<file path="src/hw/rtl/a2bc_pkg.sv">
package a2bc_pkg;

   localparam int WORD_W  = 64;
   localparam int HALF_W  = 32;
   localparam int PAIR_AW = 6;
   localparam int NUM_V   = 16;
   localparam int NUM_PAIRS = 64;

   localparam int ROT_H0 = 32;
   localparam int ROT_H1 = 24;
   localparam int ROT_H2 = 16;
   localparam int ROT_H3 = 63;

   typedef logic [WORD_W-1:0]  word_type;
   typedef logic [PAIR_AW-1:0] pair_addr_type;

   typedef enum logic [10:0] {
      ST_LOAD     = 11'b000_0000_0001,
      ST_READ     = 11'b000_0000_0010,
      ST_MUL      = 11'b000_0000_0100,
      ST_ADD      = 11'b000_0000_1000,
      ST_ROT      = 11'b000_0001_0000,
      ST_DIAG     = 11'b000_0010_0000,
      ST_UNDIAG   = 11'b000_0100_0000,
      ST_WRITE    = 11'b000_1000_0000,
      ST_OUT_RD   = 11'b001_0000_0000,
      ST_OUT_LD   = 11'b010_0000_0000,
      ST_OUT_WAIT = 11'b100_0000_0000
   } state_type;

   typedef struct packed {
      logic          load;
      logic          load_first;
      pair_addr_type rd_addr;
      logic          shift_in;
      logic          src_z;
      logic          mul;
      logic          add;
      logic [1:0]    half;
      logic          rot_col;
      logic          diag;
      logic          undiag;
      logic          z_wr;
      pair_addr_type wr_addr;
      logic          out_load;
   } cmd_type;

   function automatic word_type rotr(input word_type x, input int n);
      return (x >> n) | (x << (WORD_W - n));
   endfunction

endpackage

</file>
<file path="src/hw/rtl/a2bc_ctl.sv">
module a2bc_ctl
   import a2bc_pkg::*;
(
   input  logic    clock,
   input  logic    reset,
   input  logic    req_valid,
   output logic    req_ready,
   output logic    rsp_valid,
   input  logic    rsp_ready,
   output cmd_type cmd
);

   state_type     state_ff, state_in;
   pair_addr_type load_k_ff, load_k_in;
   logic [3:0]    cnt_ff, cnt_in;
   logic [3:0]    perm_ff, perm_in;
   logic [1:0]    quarter_ff, quarter_in;
   logic [1:0]    half_ff, half_in;
   logic          diag_pass_ff, diag_pass_in;
   logic          rsp_valid_ff, rsp_valid_in;
   pair_addr_type perm_addr;

   always_ff @(posedge clock) begin
      if (reset) begin
         state_ff     <= ST_LOAD;
         load_k_ff    <= '0;
         cnt_ff       <= '0;
         perm_ff      <= '0;
         quarter_ff   <= '0;
         half_ff      <= '0;
         diag_pass_ff <= 1'b0;
         rsp_valid_ff <= 1'b0;
      end else begin
         state_ff     <= state_in;
         load_k_ff    <= load_k_in;
         cnt_ff       <= cnt_in;
         perm_ff      <= perm_in;
         quarter_ff   <= quarter_in;
         half_ff      <= half_in;
         diag_pass_ff <= diag_pass_in;
         rsp_valid_ff <= rsp_valid_in;
      end
   end

   // row pass: pair 8i+j, column pass: pair 8j+i
   assign perm_addr = perm_ff[3] ? {cnt_ff[2:0], perm_ff[2:0]}
                                 : {perm_ff[2:0], cnt_ff[2:0]};

   assign req_ready = (state_ff == ST_LOAD);
   assign rsp_valid = rsp_valid_ff;

   always_comb begin
      state_in     = state_ff;
      load_k_in    = load_k_ff;
      cnt_in       = cnt_ff;
      perm_in      = perm_ff;
      quarter_in   = quarter_ff;
      half_in      = half_ff;
      diag_pass_in = diag_pass_ff;
      rsp_valid_in = rsp_valid_ff;
      cmd          = '0;
      cmd.half     = half_ff;
      cmd.src_z    = perm_ff[3];
      cmd.rd_addr  = perm_addr;
      cmd.wr_addr  = perm_addr;
      case (state_ff)
         ST_LOAD: begin
            cmd.wr_addr = load_k_ff;
            if (req_valid) begin
               cmd.load       = 1'b1;
               cmd.load_first = (load_k_ff == '0);
               load_k_in      = load_k_ff + 1'b1;
               if (load_k_ff == PAIR_AW'(NUM_PAIRS - 1)) begin
                  state_in = ST_READ;
                  perm_in  = '0;
                  cnt_in   = '0;
               end
            end
         end
         ST_READ: begin
            cmd.shift_in = (cnt_ff != '0);
            cnt_in       = cnt_ff + 1'b1;
            if (cnt_ff == 4'd8) begin
               cnt_in       = '0;
               quarter_in   = '0;
               half_in      = '0;
               diag_pass_in = 1'b0;
               state_in     = ST_MUL;
            end
         end
         ST_MUL: begin
            cmd.mul  = 1'b1;
            state_in = ST_ADD;
         end
         ST_ADD: begin
            cmd.add  = 1'b1;
            half_in  = half_ff + 1'b1;
            state_in = (half_ff == 2'd3) ? ST_ROT : ST_MUL;
         end
         ST_ROT: begin
            cmd.rot_col = 1'b1;
            quarter_in  = quarter_ff + 1'b1;
            if (quarter_ff == 2'd3) begin
               if (diag_pass_ff) begin
                  state_in = ST_UNDIAG;
               end else begin
                  diag_pass_in = 1'b1;
                  state_in     = ST_DIAG;
               end
            end else begin
               state_in = ST_MUL;
            end
         end
         ST_DIAG: begin
            cmd.diag = 1'b1;
            state_in = ST_MUL;
         end
         ST_UNDIAG: begin
            cmd.undiag = 1'b1;
            cnt_in     = '0;
            state_in   = ST_WRITE;
         end
         ST_WRITE: begin
            cmd.z_wr = 1'b1;
            cnt_in   = cnt_ff + 1'b1;
            if (cnt_ff == 4'd7) begin
               cnt_in  = '0;
               perm_in = perm_ff + 1'b1;
               state_in = (perm_ff == 4'd15) ? ST_OUT_RD : ST_READ;
            end
         end
         ST_OUT_RD: begin
            cmd.rd_addr = load_k_ff;
            state_in    = ST_OUT_LD;
         end
         ST_OUT_LD: begin
            cmd.rd_addr  = load_k_ff;
            cmd.out_load = 1'b1;
            rsp_valid_in = 1'b1;
            state_in     = ST_OUT_WAIT;
         end
         ST_OUT_WAIT: begin
            if (rsp_ready) begin
               rsp_valid_in = 1'b0;
               load_k_in    = load_k_ff + 1'b1;
               state_in     = (load_k_ff == PAIR_AW'(NUM_PAIRS - 1)) ? ST_LOAD : ST_OUT_RD;
            end
         end
         default: begin
            state_in = ST_LOAD;
         end
      endcase
   end

endmodule

</file>
<file path="config.mk">
export PLATFORM = sky130hd
export DESIGN_NAME = a2bc_ctl
export DESIGN_NICKNAME = d
export VERILOG_FILES = /design/src/hw/rtl/a2bc_pkg.sv /design/src/hw/rtl/a2bc_ctl.sv
export SDC_FILE = /design/constraint.sdc
export NUM_CORES = 1
export LEC_CHECK = 0
export BUFFER_PORTS_ARGS = -buffer_cell sky130_fd_sc_hd__buf_2
export CORE_MARGIN = 4
export CORE_UTILIZATION = 50
export CTS_CLUSTER_SIZE = 30
export DETAILED_ROUTE_END_ITERATION = 16
export PLACE_DENSITY = 0.74
export SLEW_MARGIN = 20
export SYNTH_ARGS = -nofsm -noshare
export SYNTH_HDL_FRONTEND = slang
export SYNTH_SLANG_ARGS = --single-unit
</file>
<file path="constraint.sdc">
create_clock -name clock -period 2 [get_ports clock]
set_clock_uncertainty 0.15 [all_clocks]
set_input_delay 0.4 -clock clock [delete_from_list [all_inputs] [get_ports clock]]
set_output_delay 0.4 -clock clock [all_outputs]
set_load 0.1 [all_outputs]
</file>
==> results.txt, run 1 <==
Post-CTS Hold Buffers: 0
dpl hpwl: 4720 microns
PostCTS Resize Cnt: 83
Stop Error: [ERROR DPL-0038] Utilization greater than 100%, impossible to legalize
Die Wd: 70.3 microns
syn_area_per_cell: 7.96 sq um
register area share after synthesis: 32.0%
outcome: stopped before the end
H-tree levels: 2
Cells after Synth: 244
Warnings, synthesis: 0
# port buffers: 30
post-synthesis cell type count: 52
Starting Density: 52.3%
Die Ht: 70.3 microns
Yosys reg bits: 31
Halt Stage: clock tree synthesis
syn nets: 255
I/O pin count: 31
post-CTS setup buffers: 36
clock buffer depth: 2
CTS Buf Count: 5
row cnt: 22
root buf cell: clkbuf_8
GP Congestion: 0.953
clock net sink count: 31
mapped cell area: 1940 sq um
logic make-up after synthesis:
kind of cell,synth area share (%)
compound gates,15.6
xor+xnor,3.61
fa+ha+maj,4.51
buf+inv,4.57
flops,32.0
mux,4.12
simple gates,35.6
stage by stage:
step | cells | TNS (ns) | cell area [sq um] | worst slack, ns
after floorplan | 244 | -12.02 | 2200 | -1.29
after global placement | 365 | -3.68 | 3080 | -0.258
after detailed placement | 365 | -5.36 | 3080 | -0.334
cells in the mapped netlist, drive strengths merged:
master | number | area [sq um]
nor3b | 1 | 7.51
o22ai | 1 | 6.26
nand2b | 7 | 43.8
and2b | 2 | 16.3
mux2i | 8 | 80.1
ha | 7 | 87.6
a21oi | 25 | 125
o2bb2a | 1 | 10.0
nand3b | 4 | 30.0
inv | 10 | 37.5
nand4 | 10 | 68.8
a211o | 1 | 8.76
xnor2 | 3 | 26.3
nand2 | 14 | 52.6
nand4b | 1 | 8.76
nor4 | 6 | 67.6
o211ai | 1 | 7.51
or3b | 1 | 8.76
nor3 | 9 | 66.3
or3 | 3 | 18.8
or2b | 1 | 7.51
clkbuf | 7 | 26.3
and4 | 1 | 11.3
a22oi | 6 | 50.1
dfxtp | 31 | 621
a31oi | 3 | 18.8
o21ai | 4 | 20.0
xor2 | 5 | 43.8
a221oi | 1 | 15.0
buf | 4 | 25.0
o2bb2ai | 1 | 8.76
or4 | 1 | 11.3
and3 | 1 | 6.26
and4b | 1 | 10.0
nor2b | 2 | 12.5
or4b | 2 | 20.0
nand3 | 9 | 45.0
o21a | 1 | 7.51
nor2 | 44 | 165
a22o | 1 | 17.5
and2 | 2 | 13.8
o21bai | 1 | 7.51
==> inputs of run 2 (changes only) <==
CORE_UTILIZATION = 35   (was 50)
CTS_CLUSTER_SIZE = not set   (was 30)
PLACE_DENSITY = not set   (was 0.74)
PLACE_DENSITY_LB_ADDON = 0.15   (was not set)
clock period = 2.6 ns   (was 2 ns; I/O delays follow)
==> results.txt, run 2 <==
Post-Synth Simple-Gate Area: 35.6%
syn_area_per_cell: 7.96 sq um
outcome: finished, violations left
clock-pin slew on the worst setup and hold paths: 0.07 ns
Final nets: 316
Max Cap Viol: 0
row cnt: 26
WS Path Type: reg -> out
Starting Density: 37.1%
Diodes inserted: 0
dpl hpwl: 3890 microns
synthesis-to-finish area growth: 58.1%
die area: 6800 sq um
Cells after Synth: 244
overall fraction of global-route tracks in use: 17.3%
Post-synth ARST share: 0%
Yosys reg bits: 31
register area share after synthesis: 32.0%
Final ANT Viol Nets: 0
fraction of layout cells with a size suffix above 1: 40.8%
Avg WL per Cell: 14.8 microns
main combinational cell family by area after synthesis: simple AND/OR/NAND/NOR gates
slew margin rel.: 67.9%
met2 usage: 26.9%
HP Class: reg -> reg
Setup WS post-layout: -0.158 ns
worst vdd ir: 344 uV
Top reg by flops: state_ff
Remaining DRCs: 0
post-synthesis cell type count: 52
synth top area cells: dfxtp_1 (32%), nor2_1 (8.5%), a21oi_1 (6.4%)
most frequent cell after synthesis: nor2_1
Top FF cell, synth: dfxtp_1
post-synthesis adder-cell area fraction: 4.51%
syn nets: 255
CP arrival: 2.09 ns
EDFF count, synth: 0
Synth Area in XOR/XNOR: 3.61%
Worst-Skew Late Latency: 0.29 ns
first-iteration detailed-routing DRC count: 77
WP data required: 1.93 ns
Tightest Pin Transition: 0.469 ns
area fraction of the dominant cell type after synthesis: 32.0%
CTS Buf Count: 5
Crit Path Max Fanout: 6
largest net degree at the start of global routing: 26
Compound-Gate Fraction of Synth Area: 15.6%
commonest cells in the netlist: nor2_1 (44), dfxtp_1 (31), a21oi_1 (25)
clock buffer depth: 2
max reg flops: 11
Power Total: 1.49 mW
GRT busiest layer: met2
top flop regs: state_ff x11, load_k_ff x6
vias in the first global route: 1855
Post-CTS Hold Buffers: 0
clock period minus worst slack: 2.76 ns
Lkg Pwr: 1.18 nW
# port buffers: 30
Warnings, synthesis: 0
final core occ: 58.6%
first-pass GRT wire length: 9110 microns
initial antenna violation count: 0
GP Congestion: 0.840
pre-CTS setup slack: 0.154 ns
Crit. End Element: output port
most common cell after layout, fill and taps aside: nor2_1
TritonCTS clock tree: done
root buf cell: clkbuf_8
most frequent cells in the layout: nor2_1 (31), buf_4 (30), dfxtp_1 (25)
CP Launch Type: flop
via density per instance: 5.24
cell taking the most area after synthesis: dfxtp_1
RSZ-0062 raised after global routing: true
I/O pin count: 31
drt first pass iters: 4
Achievable Freq: 363 MHz
fin crit share: 106%
final slew viol count: 0
fillers: 459
final wirelength: 5560 microns
final setup fails: 9
PD cells: 485 nW/um^2
mapped cell area: 1940 sq um
met1 layer usage reported by global route: 23.9%
final global-route overflow total: 0
Final Hold Fails: 0
multiplexer area fraction after synthesis: 4.12%
clock net sink count: 31
Die Ht: 82.5 microns
H-tree levels: 2
Die Wd: 82.5 microns
vias after detailed routing: 1972
violated checks: negative setup slack
global routing usage on met3: 3.90%
Core Area: 5240 sq um
## run 2: cell counts after synthesis
No cell type changed its count.
## run 2: layout make-up
class                           count  area [sq um]  share of cell area [%]
Clock buffer                        5          68.8                    2.24
Clock inverter                      3          43.8                    1.43
Inverter                           10          41.3                    1.34
Multi-Input combinational cell    192          1440                    46.9
Sequential cell                    31           633                    20.6
Tap cell                           70          87.6                    2.85
Timing Repair Buffer               65           756                    24.6
## run 2: kinds of logic (layout without fill, tap and decap cells)
group,after synthesis,count (layout)
compound gates,47,47
xor+xnor,8,8
fa+ha+maj,7,7
buf+inv,21,83
flops,31,31
mux,8,8
simple gates,122,122
## run 2: critical path, cell delays in order, from the launching register on
cell and delay, ns:
dfxtp_4 0.37, or4_4 0.53, nor2_4 0.10, nand4b_1 0.20, buf_6 0.22, a21oi_4 0.18, buf_12 0.19
## run 2: report_power, final
group / switching [mW] / internal [mW]
registers: 0.00896 / 0.480
logic: 0.325 / 0.190
clock network: 0.199 / 0.285
total: 0.533 / 0.955
## run 2: final timing paths
check           endpoint  slack (ns)  depth (start not counted)          from
max               cmd[3]       -0.16                          6   state_ff[5]
min          state_ff[5]        0.29                          1  diag_pass_ff
max reg2reg  state_ff[1]        0.19                         10   state_ff[7]
min reg2reg  state_ff[5]        0.29                          1  diag_pass_ff
## run 2: per-stage QoR
| step | cells | area [sq um] | TNS [ns] | hold WS [ns] |
|---|---|---|---|---|
| global route | 376 | 3070 | -1.55 | 0.326 |
| detailed placement | 353 | 2720 | 0 | 0.284 |
| finish | 376 | 3070 | -0.977 | 0.291 |
| CTS | 370 | 2930 | -0.614 | 0.294 |
| global placement | 353 | 2720 | 0 | 0.267 |
| floorplan | 244 | 2070 | -4.51 | 0.259 |
## run 2: repair_timing
action,in CTS,in global routing
buffers inserted,9,5
pin swaps,4,9
setup endpoints to repair,10,21
gates cloned,0,1
gates resized for setup,14,23
## run 2: metal layers
layer	part of all wire, %	vias to the layer above
met3	4.1	6
met1	47	931
met5	0	-
li1	-	996
met2	48	39
met4	0.68	0
Power figures use the tool's default switching activity.
==> inputs of run 3 (changes only) <==
ABC_AREA = 1   (was not set)
CORE_MARGIN = not set   (was 4)
==> results.txt, run 3 <==
outcome: finished, final reports clean
most common cell after layout, fill and taps aside: nand2_1
fraction of layout cells with a size suffix above 1: 23.3%
fin cells: 452
CP max stage cell: dfxtp_2
Lkg Pwr: 1.35 nW
Worst-Skew Late Latency: 0.28 ns
root buf cell: clkbuf_8
Starting Density: 36.3%
Hold Path End: state_ff[6]
Internal: 1.38 mW
clock buffer depth: 2
WP data required: 1.93 ns
final setup fails: 0
Final ANT Viol Nets: 0
# port buffers: 30
reg2reg end: perm_ff[1]
vias in the first global route: 1922
area fraction of the dominant cell type after synthesis: 28.7%
worst vdd ir: 456 uV
clock net sink count: 31
RR Startpoint: cnt_ff[0]
Setup WS post-layout: 0.114 ns
hold wc startpoint: diag_pass_ff
Switching Share: 47.7%
GP Congestion: 0.867
WS Path Type: reg -> out
top flop regs: state_ff x11, load_k_ff x6
Top FF cell, synth: dfxtp_1
max reg flops: 11
Max Cap Viol: 0
Yosys reg bits: 31
DP Area: 2530 sq um
Crit Path Max Fanout: 9
first-pass GRT wire length: 9120 microns
PD cells: 938 nW/um^2
Die Wd: 80.6 microns
critical path startpoint: state_ff[7]
Achievable Freq: 402 MHz
slew margin rel.: 64.5%
final slew viol count: 0
drt first pass iters: 4
synthesis-to-finish area growth: 29.9%
Power Total: 2.64 mW
Top reg by flops: state_ff
die area: 6500 sq um
overall fraction of global-route tracks in use: 18.3%
fin crit share: 95.6%
I/O pin count: 31
worst-path cell chain: nor2_2 -> nand2_2 -> nor2_4 -> nand2_8 -> inv_4 -> nand2_2 -> nor4_4 -> buf_12
CTS Buf Count: 5
Warnings, synthesis: 0
dpl hpwl: 4140 microns
CP Launch Type: flop
Final nets: 387
Net Sw Power: 1.26 mW
vias after detailed routing: 2136
Cells after Synth: 338
H-tree levels: 2
first-iteration detailed-routing DRC count: 130
fillers: 625
HP Class: reg -> reg
row cnt: 28
worst reg-to-reg path cell count: 8
initial antenna violation count: 0
Avg WL per Cell: 12.0 microns
via density per instance: 4.73
Final Hold Fails: 0
Die Ht: 80.6 microns
final wirelength: 5410 microns
post-synthesis cell type count: 34
commonest cells in the netlist: nand2_1 (88), inv_1 (46), nor2_1 (38)
pre-CTS setup slack: 0.310 ns
most frequent cell after synthesis: nand2_1
Clock power frac: 21.8%
cell taking the most area after synthesis: dfxtp_1
Remaining DRCs: 0
Hold WS: 0.310 ns
synth top area cells: dfxtp_1 (29%), nand2_1 (15%), inv_1 (8.0%)
Tightest Pin Transition: 0.529 ns
syn_area_per_cell: 6.40 sq um
mapped cell area: 2160 sq um
most frequent cells in the layout: nand2_1 (86), inv_1 (46), nor2_1 (36)
register area share after synthesis: 28.7%
Crit. End Element: output port
post-route cell area: 2810 sq um
FF-to-FF setup slack: 0.60 ns
Reg power frac: 21.2%
CP arrival: 1.82 ns
EDFF count, synth: 0
syn nets: 349
cell mode on critical path: nand2_2
crit-path max cell delay: 0.34 ns
Diodes inserted: 0
final global-route overflow total: 0
Post-synth ARST share: 0%
placed insts: 435
clock-pin slew on the worst setup and hold paths: 0.08 ns
hold depth: 2
power share of the combinational group: 57.0%
largest net degree at the start of global routing: 19
Core Area: 5960 sq um
clock period minus worst slack: 2.49 ns
TritonCTS clock tree: done
-- run 3: cell types whose count changed after synthesis, moves of 6 or more --
cell,change
nand3_1,+14
o21ai_0,+24
nand2_4,+6
nand2b_1,-7
mux2i_1,-8
nor2_1,-6
nand2_1,+74
a21oi_1,-6
inv_1,+37
-- run 3: how the worst max path moves through the flow --
stage,to,depth (start not counted)
floorplan,cmd[17],6
global placement,cmd[23],8
detailed placement,cmd[18],7
CTS,cmd[18],7
global route,cmd[23],8
finish,cmd[23],8
-- run 3: through the flow --
| step | setup TNS (ns) | util (%) |
|---|---|---|
| 6_report | 0 | 47.2 |
| 3_5_place_dp | 0 | 42.4 |
| 2_1_floorplan | -4.69 | - |
| 4_1_cts | -0.0144 | 44.6 |
| 3_3_place_gp | 0 | 42.4 |
| 5_1_grt | -0.00139 | 47.2 |
-- run 3: worst max-delay path, delay by kind of cell (launching register included) --
family	cells	cell delay, ns
simple gates	6	0.89
buf+inv	2	0.30
flops	1	0.34
-- run 3: layout make-up --
class | count | area [sq um] | area share, %
Clock buffer | 6 | 72.6 | 2.58
Clock inverter | 2 | 60.1 | 2.14
Inverter | 51 | 194 | 6.90
Multi-Input combinational cell | 247 | 1380 | 49.2
Sequential cell | 31 | 622 | 22.1
Tap cell | 75 | 93.8 | 3.34
Timing Repair Buffer | 40 | 388 | 13.8
-- run 3: cells by family (layout without fill, tap and decap cells) --
kind of cell	after synthesis	count (layout)	share of synthesized area, %
buf+inv	60	99	11.3
simple gates	182	182	40.5
flops	31	31	28.7
compound gates	52	52	13.1
xor+xnor	6	6	2.43
fa+ha+maj	7	7	4.05
-- run 3: timing repair --
action | 4_1_cts | 5_1_grt
setup endpoints to repair | 4 | 19
buffers inserted | 0 | 9
pin swaps | 0 | 7
gates resized for setup | 0 | 20
hold buffers | 0 | 0
-- run 3: power groups by stage --
stage	registers [mW]	logic [mW]	clock network, mW
2_1_floorplan	0.565	1.07	0
3_3_place_gp	0.569	1.34	0
3_5_place_dp	0.567	1.33	0
4_1_cts	0.557	1.34	0.593
5_1_grt	0.566	1.62	0.612
6_report	0.560	1.50	0.575
-- run 3: layer usage --
layer	part of all wire, %	vias up	track usage (%)
met5	0	-	0
met4	0.35	0	3.93
met3	5.1	2	4.09
met2	43	45	27.5
met1	52	933	26.2
li1	-	1156	-
==> inputs of run 4 (changes only) <==
clock period = 2.7 ns   (was 2.6 ns; I/O delays follow)
==> results.txt, run 4 (synthesis gave the netlist of run 3 again) <==
crit-path max cell delay: 0.33 ns
critical path startpoint: state_ff[8]
DP Area: 2510 sq um
clock net sink count: 31
worst-path cell chain: nor2_4 -> nand2_4 -> nor2_4 -> nand2_4 -> clkinv_2 -> nand2_1 -> nor4_4 -> buf_12
CP top delay family: simple AND/OR/NAND/NOR gates
fin crit share: 95.7%
first-iteration detailed-routing DRC count: 89
dpl hpwl: 4150 microns
worst reg-to-reg path cell count: 8
Remaining DRCs: 0
HP Class: reg -> reg
Crit. End Element: output port
vias after detailed routing: 2100
Final Hold Fails: 0
H-tree levels: 2
Achievable Freq: 387 MHz
PD cells: 885 nW/um^2
Crit Path Max Fanout: 16
drt first pass iters: 4
slew margin rel.: 65.5%
Die Wd: 80.6 microns
CP max stage cell: dfxtp_1
Setup WS post-layout: 0.117 ns
Die Ht: 80.6 microns
final wirelength: 5260 microns
RSZ-0062 raised after global routing: false
CP Launch Type: flop
post-route cell area: 2660 sq um
final slew viol count: 0
Avg WL per Cell: 11.8 microns
fin cells: 444
CTS Buf Count: 5
vias in the first global route: 1906
Final nets: 379
largest net degree at the start of global routing: 19
synthesis-to-finish area growth: 22.9%
CP arrival: 1.89 ns
clock-pin slew on the worst setup and hold paths: 0.07 ns
first-pass GRT wire length: 8970 microns
placed insts: 435
clock period minus worst slack: 2.58 ns
Top reg by flops: state_ff
outcome: finished, final reports clean
Critical Path Sink: cmd[23]
WP data required: 2.01 ns
# port buffers: 30
final global-route overflow total: 0
row cnt: 28
Core Area: 5960 sq um
Starting Density: 36.3%
WS Path Type: reg -> out
FF-to-FF setup slack: 0.73 ns
root buf cell: clkbuf_8
most common cell after layout, fill and taps aside: nand2_1
reg2reg end: perm_ff[3]
fraction of layout cells with a size suffix above 1: 19.2%
Post-CTS Hold Buffers: 0
fillers: 635
Tightest Pin Transition: 0.514 ns
worst vdd ir: 440 uV
die area: 6500 sq um
pre-CTS setup slack: 0.364 ns
Worst-Skew Late Latency: 0.28 ns
final setup fails: 0
TritonCTS clock tree: done
Final ANT Viol Nets: 0
RR Startpoint: cnt_ff[0]
Diodes inserted: 0
CP Depth: 8
max reg flops: 11
Max Cap Viol: 0
most frequent cells in the layout: nand2_1 (88), inv_1 (46), nor2_1 (38)
top flop regs: state_ff x11, load_k_ff x6
overall fraction of global-route tracks in use: 18.0%
Lkg Pwr: 1.30 nW
via density per instance: 4.73
WP buf/inv: 2
I/O pin count: 31
initial antenna violation count: 0
clock buffer depth: 2
GP Congestion: 0.832
## run 4: changes by cell type in the layout (fill, tap and decap cells not counted), moves of 2 or more
cell	previous run	this run
nor2_2	2	0
o21ai_1	2	6
buf_12	10	7
o21ai_2	10	6
buf_4	8	2
nand2_2	5	3
buf_2	15	22
nor2_1	36	38
nand2_1	86	88
clkbuf_4	7	1
## run 4: how the worst min path moves through the flow
stage / endpoint / start / cells after the start / slack [ns]
after CTS: quarter_ff[0] / quarter_ff[0] / 1 / 0.32
after global routing: quarter_ff[0] / quarter_ff[0] / 1 / 0.35
after detailed placement: quarter_ff[0] / quarter_ff[0] / 1 / 0.31
after global placement: quarter_ff[0] / quarter_ff[0] / 1 / 0.31
final: quarter_ff[0] / quarter_ff[0] / 1 / 0.32
after floorplan: quarter_ff[0] / quarter_ff[0] / 1 / 0.28
## run 4: what timing repair did
item / 4_1_cts / 5_1_grt
resized for setup: 0 / 3
setup buffers: 0 / 1
setup endpoints to repair: 0 / 7
## run 4: cell type report
cell class	instances	area [sq um]	share of cell area (%)
tap	75	93.8	3.53
timing repair buffer	32	273	10.2
clock buffer	6	72.6	2.73
multi-input combinational	247	1350	50.7
inverter	51	193	7.24
clock inverter	2	60.1	2.26
sequential	31	621	23.3
## run 4: routing by layer
| layer | global-route usage (%) | share of wire (%) | vias to the layer above |
|---|---|---|---|
| met1 | 25.8 | 54 | 929 |
| met2 | 27.1 | 43 | 29 |
| li1 | - | - | 1140 |
| met3 | 3.52 | 3.1 | 2 |
| met5 | 0 | 0 | - |
| met4 | 4.82 | 0.49 | 0 |
## run 4: metrics by stage
stage	hold slack [ns]	total power [mW]	utilization, %	setup TNS [ns]
2_1_floorplan	0.284	1.57	-	-3.95
3_3_place_gp	0.308	1.81	42.2	0
3_5_place_dp	0.314	1.81	42.2	0
4_1_cts	0.324	2.37	44.4	0
5_1_grt	0.346	2.51	44.7	0
6_report	0.320	2.36	44.7	0
## run 4: where the power goes
part / leakage [nW] / total [mW] / switching (mW) / internal [mW]
clock network: 0.0654 / 0.548 / 0.179 / 0.369
registers: 0.251 / 0.539 / 0.0396 / 0.500
logic: 0.980 / 1.27 / 0.937 / 0.332
